===== src/rtl/mbq_ram.sv =====
// Generic single-write, single-read synchronous RAM with registered read data.
// No dependencies.
module mbq_ram #(
    parameter int WIDTH = 64,
    parameter int DEPTH = 8
) (
    input  logic                                   i_clk,
    input  logic                                   i_we,
    input  logic [(DEPTH > 1 ? $clog2(DEPTH) : 1)-1:0] i_waddr,
    input  logic [WIDTH-1:0]                       i_wdata,
    input  logic                                   i_re,
    input  logic [(DEPTH > 1 ? $clog2(DEPTH) : 1)-1:0] i_raddr,
    output logic [WIDTH-1:0]                       o_rdata
);

    logic [WIDTH-1:0] r_mem [DEPTH];
    logic [WIDTH-1:0] r_rdata;

    // Write port
    always_ff @(posedge i_clk) begin
        if (i_we) begin
            r_mem[i_waddr] <= i_wdata;
        end
    end

    // Registered read port, holds when not reading
    always_ff @(posedge i_clk) begin
        if (i_re) begin
            r_rdata <= r_mem[i_raddr];
        end
    end

    assign o_rdata = r_rdata;

endmodule


===== config.mk =====
export PLATFORM = sky130hd
export DESIGN_NAME = mbq_ram
export DESIGN_NICKNAME = d
export VERILOG_FILES = /design/src/rtl/mbq_ram.sv
export SDC_FILE = /design/constraint.sdc
export NUM_CORES = 1
export LEC_CHECK = 0
export ABC_CLOCK_PERIOD_IN_PS = 8060
export BUFFER_PORTS_ARGS = -buffer_cell sky130_fd_sc_hd__buf_2
export CAP_MARGIN = 20
export CORE_ASPECT_RATIO = 0.8
export CORE_MARGIN = 2
export CORE_UTILIZATION = 40
export CTS_CLUSTER_SIZE = 10
export DETAILED_ROUTE_END_ITERATION = 6
export PLACE_DENSITY_LB_ADDON = 0.3
export REMOVE_ABC_BUFFERS = 1
export SKIP_LAST_GASP = 1
export SLEW_MARGIN = 0
export SYNTH_ARGS = -nofsm -noshare
export SYNTH_HDL_FRONTEND = slang
export SYNTH_SLANG_ARGS = --single-unit

===== constraint.sdc =====
create_clock -name i_clk -period 8.06 [get_ports i_clk]
set_input_delay 2.418 -clock i_clk [delete_from_list [all_inputs] [get_ports i_clk]]
set_output_delay 2.418 -clock i_clk [all_outputs]
set_load 0.05 [all_outputs]

# After elaboration in Yosys (flattened, before gate mapping)
# Memories as Yosys holds them, arrays and structs flattened. A register that Yosys moved wholly into a read port is not among the register bits.
# Index checks and enable logic that the tools add are counted.
# word_totals
ff_bits	0
ramBits	512
input_bits	73
output_inout_bits	64
memories	1
# op_classes
mux	2
# memory_table
name	depth	width	read_ports	rd_clocked_by_memory_dff	wr	line	rtl
r_mem	8	64	1	1	1	16	logic [WIDTH-1:0] r_mem [DEPTH];
# op_table
cell	count
$mux W1	2

# Longest topological paths before layout
# depth
word_depth	2
depth_mapped	4
ltp_nobuf	2

# Worst setup path before layout
# No wires, ideal clock.
# synth_timing
path_kind	input to register
startpoint	input i_waddr[2] in the netlist's numbering
endpoint	memory r_mem[0][0], enable pin
arrival_ps	6948
required_time_ps	7495
setup_slack_ps	546
path_stages	2
n_path_buf	0
cell_sequence	nand2b_1 nor3_1
# synth_rtl
element	line	rtl
start, declared	9	input logic [(DEPTH > 1 ? $clog2(DEPTH) : 1)-1:0] i_waddr,
end, declared	16	
# No word-level cell before the write port.

==> run summary <==
Outcome - completed
Synth Area per Inst - 26.0 sq um
Final Core Density - 46.8%
Fmax - 227 MHz
FF-to-FF setup slack - 6.66 ns
Synth area leaders - edfxtp_1 (82%), mux4_2 (14%), mux2_2 (3.4%), buf_6 (0.58%), buf_1 (0.16%)
Worst Path Max Fanout - 77
GRT Util Overall - 15.9%
Pin count of the biggest net entering global routing - 92
RSZ-0062 raised after global routing - false
Mean number of vias per cell - 5.22
Worst-margin pin slew - 1.01 ns
Pwr Total - 6.45 mW
Nets - 1075
Core ar. - 52400 sq um
CTS tree - built
Max Cap Violations - 0
Synth area leader - edfxtp_1
Die H - 210 um
Via count - 8920
GRT overflow - 0
Worst clock skew - 0.0135 ns
Yosys top cell area share - 81.6%
Hold Buf Count CTS - 0
Hold crit path type - reg -> reg
Synth top cells by count - edfxtp_1 (576), mux4_2 (128), mux2_2 (64), buf_6 (11)
Synth cell types - 12
CP Capture Type - flop
CTS Sinks - 576
Vias in the first global route - 9598
Starting Density - 40.5%
CTS H-tree lvls - 3
Root Driver - clkbuf_16
FF+latch count, synth - 576
Top-count cell post-synth - edfxtp_1
Async S/R FF share, synth - 0%
Drt wl/cell - 24.8 um
WP data required - 8.38 ns
Relative slew slack - 32.3%
Gpl congestion - 0.688
Post-synth EDFFs - 576
Crit start category - input port
Filler cells - 4301
Synthesized cell area - 21200 sq um
Fin Setup TNS - 0 ns
Final Max Slew Viols - 0
Crit share post-route - 54.6%
Sequential-to-total area share from yosys stat - 81.6%
Post-CTS Setup Inserts - 0
CTS Buf Count - 67
Max VDD drop - 125 uV
Data arrival, critical path - 4.72 ns
1st-pass router iterations - 5
Drt drc - 0
Post-cts resize count - 0
Fraction of layout cells with a size suffix above 1 - 42.1%
Post-route ant nets - 0
Antenna violations before repair - 9
Syn Inst Count - 816
Clock-pin slew on the worst setup and hold paths - 0.05 ns
Setup Viol. Count Final - 0
Die ar. - 54800 sq um
Clk Latency, worst-skew pair - 0.58 ns
DRT iter0 DRCs - 738
Hpwl dp - 21.7 mm
Ys Warns - 0
First-pass GRT wire length - 63.0 mm
Top FF cell, synth - edfxtp_1
Crit path time final - 4.40 ns
Leakage power - 7.88 nW
Pwr per Cell Area - 263 nW/um^2
CP Class - in -> reg
Final WL - 42.5 mm
Area growth from synthesis to final layout - 15.7%
Final hold vios - 0
# rows - 75
Die extent in x - 261 um
Top Ports - 137
CTS max path bufs - 3
IO Port Bufs - 136
metal layers:
layer,global-route usage (%),part of all wire (%),vias to the layer above
li1,-,-,3858
met1,23.1,44,4709
met2,23.8,46,261
met3,4.90,7.7,80
met4,3.78,1.6,12
met5,0,0.17,-
worst paths after layout:
path / endpoint / depth (start not counted) / from
setup / recovery: o_rdata[35]$_DFFE_PP_ / 4 / i_raddr[0]
hold / removal: o_rdata[4]$_DFFE_PP_ / 2 / r_mem[6][4]$_DFFE_PP_
setup reg to reg: o_rdata[11]$_DFFE_PP_ / 2 / r_mem[7][11]$_DFFE_PP_
hold reg to reg: o_rdata[4]$_DFFE_PP_ / 2 / r_mem[6][4]$_DFFE_PP_
through the flow:
step	std cells	setup slack (ns)	area, sq um	hold WS (ns)
2_1_floorplan	781	0.546	21000	0.732
3_3_place_gp	1626	3.02	22700	0.738
3_5_place_dp	1626	2.97	22700	0.747
4_1_cts	1704	3.60	24500	0.738
5_1_grt	1704	3.43	24500	0.769
6_report	1710	3.66	24500	0.745
worst max-delay path, cell delays in order:
cell    delay [ns]
buf_8         0.58
buf_4         0.66
mux4_2        0.59
mux2_2        0.28
area by class of cell:
| class | instances | area [sq um] | area share, % |
|---|---|---|---|
| timing repair buffer | 152 | 822 | 3.35 |
| clock inverter | 5 | 58.8 | 0.240 |
| tap | 693 | 867 | 3.54 |
| multi-input combinational | 205 | 3720 | 15.2 |
| clock buffer | 73 | 1740 | 7.10 |
| sequential | 576 | 17300 | 70.5 |
| antenna | 6 | 15.0 | 0.0612 |
logic make-up (layout without fill, tap and decap cells):
kind of cell	Yosys count	in the layout	synth area share (%)
and+or+nand+nor	13	13	0.278
muxes	192	192	17.0
DFF	576	576	81.6
buffers and inverters	35	230	1.08
other	0	6	0
power by group:
group          total, mW  leakage [nW]  switching (mW)  internal, mW
sequential          3.46          5.28          0.0294          3.43
clock               2.59         0.882            1.07          1.52
combinational      0.396          1.72           0.252         0.144
sequential cells by signal, summed over array words and instances (netlist names):
register	count
r_mem	512
o_rdata	64
cells in the final DEF, fill, tap and decap left out, drive strengths merged:
cell type,netlist,final
nor2,6,6
nor3,2,2
nand2b,3,3
inv,0,3
clkbuf,9,73
buf,26,152
nand2,2,2
mux4,128,128
edfxtp,576,576
clkinv,0,2
mux2,64,64
diode,0,6
Note: power is estimated with default switching activity, not from simulation.
